**src/rtl/udp_flow_cache_with_aging_core_defines.svh**
```systemverilog
// ----------------------------------------------------------------------------
// UDP flow cache assertion macros
// Concurrent assertion helpers, compiled out for synthesis.
// ----------------------------------------------------------------------------
`ifndef UDP_FLOW_CACHE_WITH_AGING_CORE_DEFINES_SVH
`define UDP_FLOW_CACHE_WITH_AGING_CORE_DEFINES_SVH

`ifndef SYNTHESIS
// Same-cycle implication, disabled during reset.
`define UFC_ASSERT_IMPL(label, clk, rst_n, ante, cons) \
    label: assert property (@(posedge clk) disable iff (!rst_n) (ante) |-> (cons)) \
        else $error("assertion failed");
// Next-cycle implication, disabled during reset.
`define UFC_ASSERT_NEXT(label, clk, rst_n, ante, cons) \
    label: assert property (@(posedge clk) disable iff (!rst_n) (ante) |=> (cons)) \
        else $error("assertion failed");
`else
`define UFC_ASSERT_IMPL(label, clk, rst_n, ante, cons)
`define UFC_ASSERT_NEXT(label, clk, rst_n, ante, cons)
`endif

`endif

```
**src/rtl/ufc_pkg.sv**
```systemverilog
// ----------------------------------------------------------------------------
// UDP flow cache package
// Shared types, codes and constants of the flow cache.
// ----------------------------------------------------------------------------
package ufc_pkg;

    localparam int UFC_DEPTH        = 64;
    localparam int LIFETIME_W       = 16;
    localparam logic [LIFETIME_W-1:0] LIFETIME_RESET = 16'd30;

    // Command codes
    localparam logic CMD_LOOKUP = 1'b0;
    localparam logic CMD_CLEAR  = 1'b1;

    // Entry kinds: the two families, plus invalidated
    localparam logic [1:0] KIND_IPV4    = 2'd0;
    localparam logic [1:0] KIND_IPV6    = 2'd1;
    localparam logic [1:0] KIND_INVALID = 2'd2;

    localparam logic FAMILY_IPV4 = 1'b0;

    typedef struct packed {
        logic        cmd;
        logic        family;
        logic [63:0] remote_addr_hi;
        logic [63:0] remote_addr_lo;
        logic [15:0] local_port;
        logic [15:0] remote_port;
        logic [31:0] now_seconds;
    } ufc_req_t;

    typedef struct packed {
        logic is_new;
        logic stale_dropped;
        logic oldest_evicted;
    } ufc_rsp_t;

    typedef struct packed {
        logic [1:0]  kind;
        logic [63:0] addr_hi;
        logic [63:0] addr_lo;
        logic [15:0] local_port;
        logic [15:0] remote_port;
        logic [31:0] start_time;
    } ufc_entry_t;

    // Control from the sequencer to every cell
    typedef struct packed {
        logic capture;  // register match flags against the held key
        logic insert;   // shift the chain by one, new entry enters cell 0
    } ufc_ctrl_t;

    typedef enum logic [1:0] {
        ST_IDLE,
        ST_CMP,
        ST_UPD
    } ufc_state_t;

endpackage

```
**src/rtl/ufc_cell.sv**
```systemverilog
// ----------------------------------------------------------------------------
// UDP flow cache cell
// One entry of the flow chain: compares the held key, ages, shifts onward.
// ----------------------------------------------------------------------------
module ufc_cell
    import ufc_pkg::*;
(
    input  logic                  clk,
    input  logic                  rst_n,
    input  ufc_ctrl_t             ctrl,
    input  ufc_req_t              key,
    input  logic [LIFETIME_W-1:0] lifetime,
    input  logic                  in_range,
    input  ufc_entry_t            prev_entry,
    output ufc_entry_t            entry_out,
    output logic                  hit,
    output logic                  stale
);

    ufc_entry_t entry_reg;
    ufc_entry_t entry_next;
    logic       hit_reg;
    logic       hit_next;
    logic       stale_reg;
    logic       stale_next;
    logic       key_match;
    logic       addr_match;
    logic       fresh;
    logic [31:0] age;

    always_comb
    begin
        if (key.family == FAMILY_IPV4)
        begin
            addr_match = (entry_reg.addr_hi[63:32] == key.remote_addr_hi[63:32]);
        end
        else
        begin
            addr_match = (entry_reg.addr_hi == key.remote_addr_hi)
                      && (entry_reg.addr_lo == key.remote_addr_lo);
        end
        key_match = in_range
                 && (entry_reg.kind == {1'b0, key.family})
                 && (entry_reg.local_port == key.local_port)
                 && (entry_reg.remote_port == key.remote_port)
                 && addr_match;
        age   = key.now_seconds - entry_reg.start_time;
        fresh = (age < {16'd0, lifetime});
    end

    // Hand the entry on with the stale mark already applied
    always_comb
    begin
        entry_out = entry_reg;
        if (stale_reg)
        begin
            entry_out.kind = KIND_INVALID;
        end
    end

    always_comb
    begin
        hit_next   = hit_reg;
        stale_next = stale_reg;
        entry_next = entry_reg;
        if (ctrl.capture)
        begin
            hit_next   = key_match && fresh;
            stale_next = key_match && !fresh;
        end
        if (ctrl.insert)
        begin
            entry_next = prev_entry;
            stale_next = 1'b0;
            hit_next   = 1'b0;
        end
    end

    always_ff @(posedge clk or negedge rst_n)
    begin
        if (!rst_n)
        begin
            hit_reg   <= 1'b0;
            stale_reg <= 1'b0;
        end
        else
        begin
            hit_reg   <= hit_next;
            stale_reg <= stale_next;
        end
    end

    always_ff @(posedge clk)
    begin
        entry_reg <= entry_next;
    end

    assign hit   = hit_reg;
    assign stale = stale_reg;

endmodule

```
**config.mk**
```make
export PLATFORM = sky130hd
export DESIGN_NAME = ufc_cell
export DESIGN_NICKNAME = d
export VERILOG_FILES = /design/src/rtl/udp_flow_cache_with_aging_core_defines.svh /design/src/rtl/ufc_pkg.sv /design/src/rtl/ufc_cell.sv
export SDC_FILE = /design/constraint.sdc
export NUM_CORES = 1
export LEC_CHECK = 0
export BUFFER_PORTS_ARGS = -buffer_cell sky130_fd_sc_hd__buf_4
export CELL_PAD_IN_SITES_DETAIL_PLACEMENT = 0
export CELL_PAD_IN_SITES_GLOBAL_PLACEMENT = 1
export CORE_AREA = 5 5 230 232
export DETAILED_ROUTE_END_ITERATION = 7
export DIE_AREA = 0 0 235 237
export PLACE_DENSITY = 0.68
export SLEW_MARGIN = 5
export SYNTH_ARGS = -nofsm -noshare
export SYNTH_HDL_FRONTEND = slang
export SYNTH_SLANG_ARGS = --single-unit
```
**constraint.sdc**
```tcl
create_clock -name clk -period 3.2 [get_ports clk]
set_input_delay 0.16 -clock clk [delete_from_list [all_inputs] [get_ports clk]]
set_output_delay 0.16 -clock clk [all_outputs]
set_load 0.01 [all_outputs]
```
After elaboration in Yosys (flattened, before gate mapping). Cells that the tools add are included.

Bits in latches: 0. Memories kept: 0. Word-level logic and storage cells: 31. Memory bits (writable): 0. Memory bits (read-only): 0. Bits in registers: 196. Bits of input ports: 409. Output and inout port bits: 196.

Magnitude comparators: 1. Muxes and demuxes: 6. $mul: 0. Bitwise operators: 0. Divide/modulo/power cells: 0. Shift-type cells: 0. Add/subtract/negate cells: 1. Reduce and logical (&&, ||, !) cells: 9. Equal/unequal tests: 6.

Operators by type and width (number): equality test 64 bit (2); equality test 16 bit (2); equality test 32 bit (1); < comparator 32 x 16 -> 1 bit (1); subtractor 32 bit (1); logical AND 1 bit (7); 2-to-1 mux 1 bit (5); equality test 2 x 1 -> 1 bit (1); 2-to-1 mux 2 bit (1); nonzero test 2 bit (1); logical NOT 1 bit (1).

Longest topological paths before layout.
Word-level depth: 8. Depth in mapped cells: 18. Mapped depth without buffers: 18.

Least setup slack after synthesis. OpenSTA, ideal clock, no wires.

Kind: reg-to-reg. Start point: register entry_reg (netlist bit entry_out[0]). End point: register stale_reg, in the netlist stale. Arrival time: 3.332 ns. Stages on the path, launching flop included: 17. Setup time: 0.121 ns. Setup slack: -0.253 ns. Path through: edfxtp_1 -> ha_1 -> fa_1 -> nand2b_1 -> a21oi_2 -> nor2_1 -> o21ai_0 -> xor2_1 -> ha_1 -> and4_1 -> a221oi_1 -> o22ai_1 -> a311oi_1 -> nand4_1 -> nor4_1 -> nand4_1 -> a22o_1.

Word-level cells in the longest chain between the ends: 6.

RTL lines: start: declaration (RTL line ufc_cell.sv:20) `ufc_entry_t entry_reg;`; start signal: assignment (RTL line ufc_cell.sv:95) `entry_reg <= entry_next;`; subtractor 32 bit (RTL line ufc_cell.sv:47) `age = key.now_seconds - entry_reg.start_time;`; < comparator 32 x 16 -> 1 bit (RTL line ufc_cell.sv:48) `fresh = (age < {16'd0, lifetime});`; logical NOT 1 bit (RTL line ufc_cell.sv:69) `stale_next = key_match && !fresh;`; logical AND 1 bit (RTL line ufc_cell.sv:69); 2-to-1 mux 1 bit (RTL line ufc_cell.sv:66) `if (ctrl.capture)`; 2-to-1 mux 1 bit (RTL line ufc_cell.sv:71) `if (ctrl.insert)`; end signal: assignment (RTL line ufc_cell.sv:89) `stale_reg <= stale_next;`; end: declaration (RTL line ufc_cell.sv:24) `logic stale_reg;`.

Every way passes these cells. The select of a mux whose other input is x is not followed. A chain may end at the register's enable or synchronous reset.

Final worst setup path. Ends and elaborated chain as after synthesis.

==> metrics.yaml <==
fmax_mhz: 269
die_w_um: 235
crit_slowest_cell: "edfxtp_1"
worstMarginPinSlew_ns: 0.983
grt_pass1_vias: 11100
drt_iter0_markers: 479
dr.pass1.iters: 5
cp.buffers_inverters: 2
min_to: "entry_out[186]$_DFFE_PP_"
min_from: "ctrl[0]"
yosysWarnings: 0
cts_tree: "done"
largest_reg_flops: 192
status: "complete, but fails checks"
hp-class: "in2reg"
grt_max_degree: 101
crit_path_end_kind: "flop"
grt-ovfl-total: 0
crit_chain: "ha_2 -> fa_2 -> nand2b_4 -> a21oi_4 -> buf_6 -> o21ai_2 -> o31a_1 -> xnor2_1 -> ha_2 -> a21oi_2 -> nor2b_1 -> o21ai_1 -> nand3_1 -> a311oi_2 -> nand4_1 -> nor4_2 -> nand4_1 -> buf_4 -> a22o_1"
fin_area_um2: 18700
violations: "setup timing"
setup_violations: 2
worst_ep_arrival_time_ns: 4.09
drc: 0
crit_required_ns: 3.58
fin_skew_ns: 0.0132
gp_congestion: 0.868
ctsRootBufferMaster: "clkbuf_16"
synth_ff_type: "edfxtp_1"
avgRoutedWirePerCell_um: 19.1
avgSynthCellArea_um2: 11.8
hold_ws_ns: 0.0892
finalCriticalPeriod_ns: 3.71
final_util_pct: 36.8
place_area_um2: 16000
mappedNetlistArea_um2: 11500
slew_headroom_pct: 34.5
final_cells: 2376
die_area_um2: 55700
port_buffers: 603
finalWirelength_mm: 45.4
total_leakage_power_nw: 8.11
rrSetupSlack_ns: -0.51
slew_violations: 0
syn2layout_area_growth_pct: 62.7
hpwl_mm: 37.2
synth_nets: 1433
crit_family: "compound AO/OA/AOI/OAI gates"
cap_violations: 0
r2r.worst_path.cells: 19
io_pins: 605
vias: 9785
synth_cell_types: 58
antenna_found_initial: 11
rows: 83
synth_cells: 977
synth_top_area_cell: "edfxtp_1"
htree_levels: 4
synth_edf_count: 194
critPathMaxFanout: 3
start_kind: "flop"
nNetsFinal: 2131
clk_latency_ns: 0.49
timing.rr.end: "stale$_DFFE_PN0P_"
power.density_nw_per_um2: 409
clk_pin_slew_ns: 0.09
synth.area.top_cells: "edfxtp_1, buf_4, xnor2_1"
start_util_pct: 22.6
synth_top_area_share_pct: 50.7
min_path_cells: 1
die_h_um: 237
rsz0062_at_grt: "yes"
async_reset_ff_share_pct: 1.02
synth-seq-cells: 196
slowest_delay_ns: 0.41
crit-reg2reg-launch: "entry_out[0]$_DFFE_PP_"
dp.cells: 2137
synth_seq_area_share_pct: 51.1
finalPower_w: 0.00766
cts_made_buffers: 17
worstSetupPathType: "reg2reg"
ir_worst_vdd_mv: 0.378
finalCritPeriodShare_pct: 116
grt_usage_pct: 15.7
antenna_left: 0
viasPerCell: 4.12
hold_violations: 0
clkSinkCount: 196
layout-drive-gt1-share_pct: 44.0
core_area_um2: 50800
clockBufferDepth: 2
grt_pass1_wl_mm: 66.1
setup_slack_ns: -0.511
==> cells by family (layout without fill, tap and decap cells) <==
logic type	after synthesis	count (layout)	synth area share [%]
xor+xnor	182	182	13.9
mux	4	4	0.392
compound gates	121	121	6.94
fa+ha+maj	47	47	5.18
other cells	0	8	0
simple gates	166	166	7.71
buf+inv	261	972	14.8
flops	196	196	51.1
==> area by class of cell <==
class	count	area, µm²
fill	4957	32100
timing repair buffer	880	7120
sequential	196	5880
multi-input combinational	520	4010
tap	680	851
clock buffer	18	429
inverter	60	225
clock inverter	14	180
antenna	8	20.0
==> cell usage in the layout (no fill, tap or decap), drive strengths merged, types with 3 or more instances in the layout <==
master / synthesis / layout
a211o: 3 / 3
a211oi: 6 / 6
a21o: 10 / 10
a21oi: 37 / 37
a31oi: 6 / 6
and3: 7 / 7
and4: 3 / 3
buf: 194 / 682
clkbuf: 7 / 19
clkinv: 0 / 7
diode: 0 / 8
dlygate4sd3: 0 / 197
edfxtp: 194 / 194
ha: 46 / 46
inv: 60 / 67
mux2i: 3 / 3
nand2: 31 / 31
nand3: 8 / 8
nand4: 42 / 42
nor2: 32 / 32
nor2b: 4 / 4
nor3: 5 / 5
nor4: 25 / 25
o2111ai: 3 / 3
o211ai: 5 / 5
o21a: 6 / 6
o21ai: 23 / 23
o21bai: 3 / 3
o31ai: 4 / 4
xnor2: 112 / 112
xor2: 70 / 70
==> through the flow <==
stage	worst slack [ns]	setup TNS [ns]
detailed placement	-0.635	-1.13
global placement	-0.507	-0.885
finish	-0.511	-0.895
CTS	-0.569	-1.03
global route	-0.733	-1.35
floorplan	-0.101	-0.101
==> cell usage after synthesis, types with 20 or more instances <==
cell type  count
inv_1         60
nand4_1       42
edfxtp_1     194
xor2_1        70
nand2_1       31
nor2_1        32
ha_1          46
buf_4        192
xnor2_1      112
o21ai_0       20
nor4_1        24
a21oi_1       36
==> worst reg2reg max path, cell delays in order, from the launching register on <==
cell and delay (ns):
edfxtp_1 0.41, ha_2 0.21, fa_2 0.34, nand2b_4 0.16, a21oi_4 0.19, buf_6 0.13
o21ai_2 0.07, o31a_1 0.32, xnor2_1 0.14, ha_2 0.18, a21oi_2 0.12, nor2b_1 0.05
o21ai_1 0.13, nand3_1 0.10, a311oi_2 0.20, nand4_1 0.15, nor4_2 0.16, nand4_1 0.17
buf_4 0.19, a22o_1 0.19
==> worst max path at each step <==
stage,slack (ns),endpoint,cells past startpoint,start
after global routing,-0.73,stale$_DFFE_PN0P_,18,entry_out[0]$_DFFE_PP_
after detailed placement,-0.63,stale$_DFFE_PN0P_,18,entry_out[0]$_DFFE_PP_
after floorplan,-0.10,stale$_DFFE_PN0P_,16,entry_out[0]$_DFFE_PP_
after CTS,-0.57,stale$_DFFE_PN0P_,17,entry_out[0]$_DFFE_PP_
after global placement,-0.51,stale$_DFFE_PN0P_,18,entry_out[0]$_DFFE_PP_
final,-0.51,stale$_DFFE_PN0P_,19,entry_out[0]$_DFFE_PP_
==> where the power goes <==
part	leakage, nW	internal (W)	switching [W]
sequential	1.93	0.00306	0.000172
combinational	5.89	0.00124	0.000944
clock	0.294	0.00106	0.00119
==> layer usage <==
layer  vias to the layer above  routed length, µm  track usage (%)
li1                       4690                  -                -
met1                      4684              16200             16.1
met2                       355              24900             29.6
met3                        52               3410             5.81
met4                         4                915             4.90
met5                         -                 21                0
==> what timing repair did <==
action                                  4_1_cts  5_1_grt
endpoints found under the setup margin        2        2
hold buffers                                197        0
resized for setup                             7        8
buffers inserted                              1        1
pin swaps                                     5        3
endpoints found under the hold margin       197        0
Power figures use the tool's default switching activity.
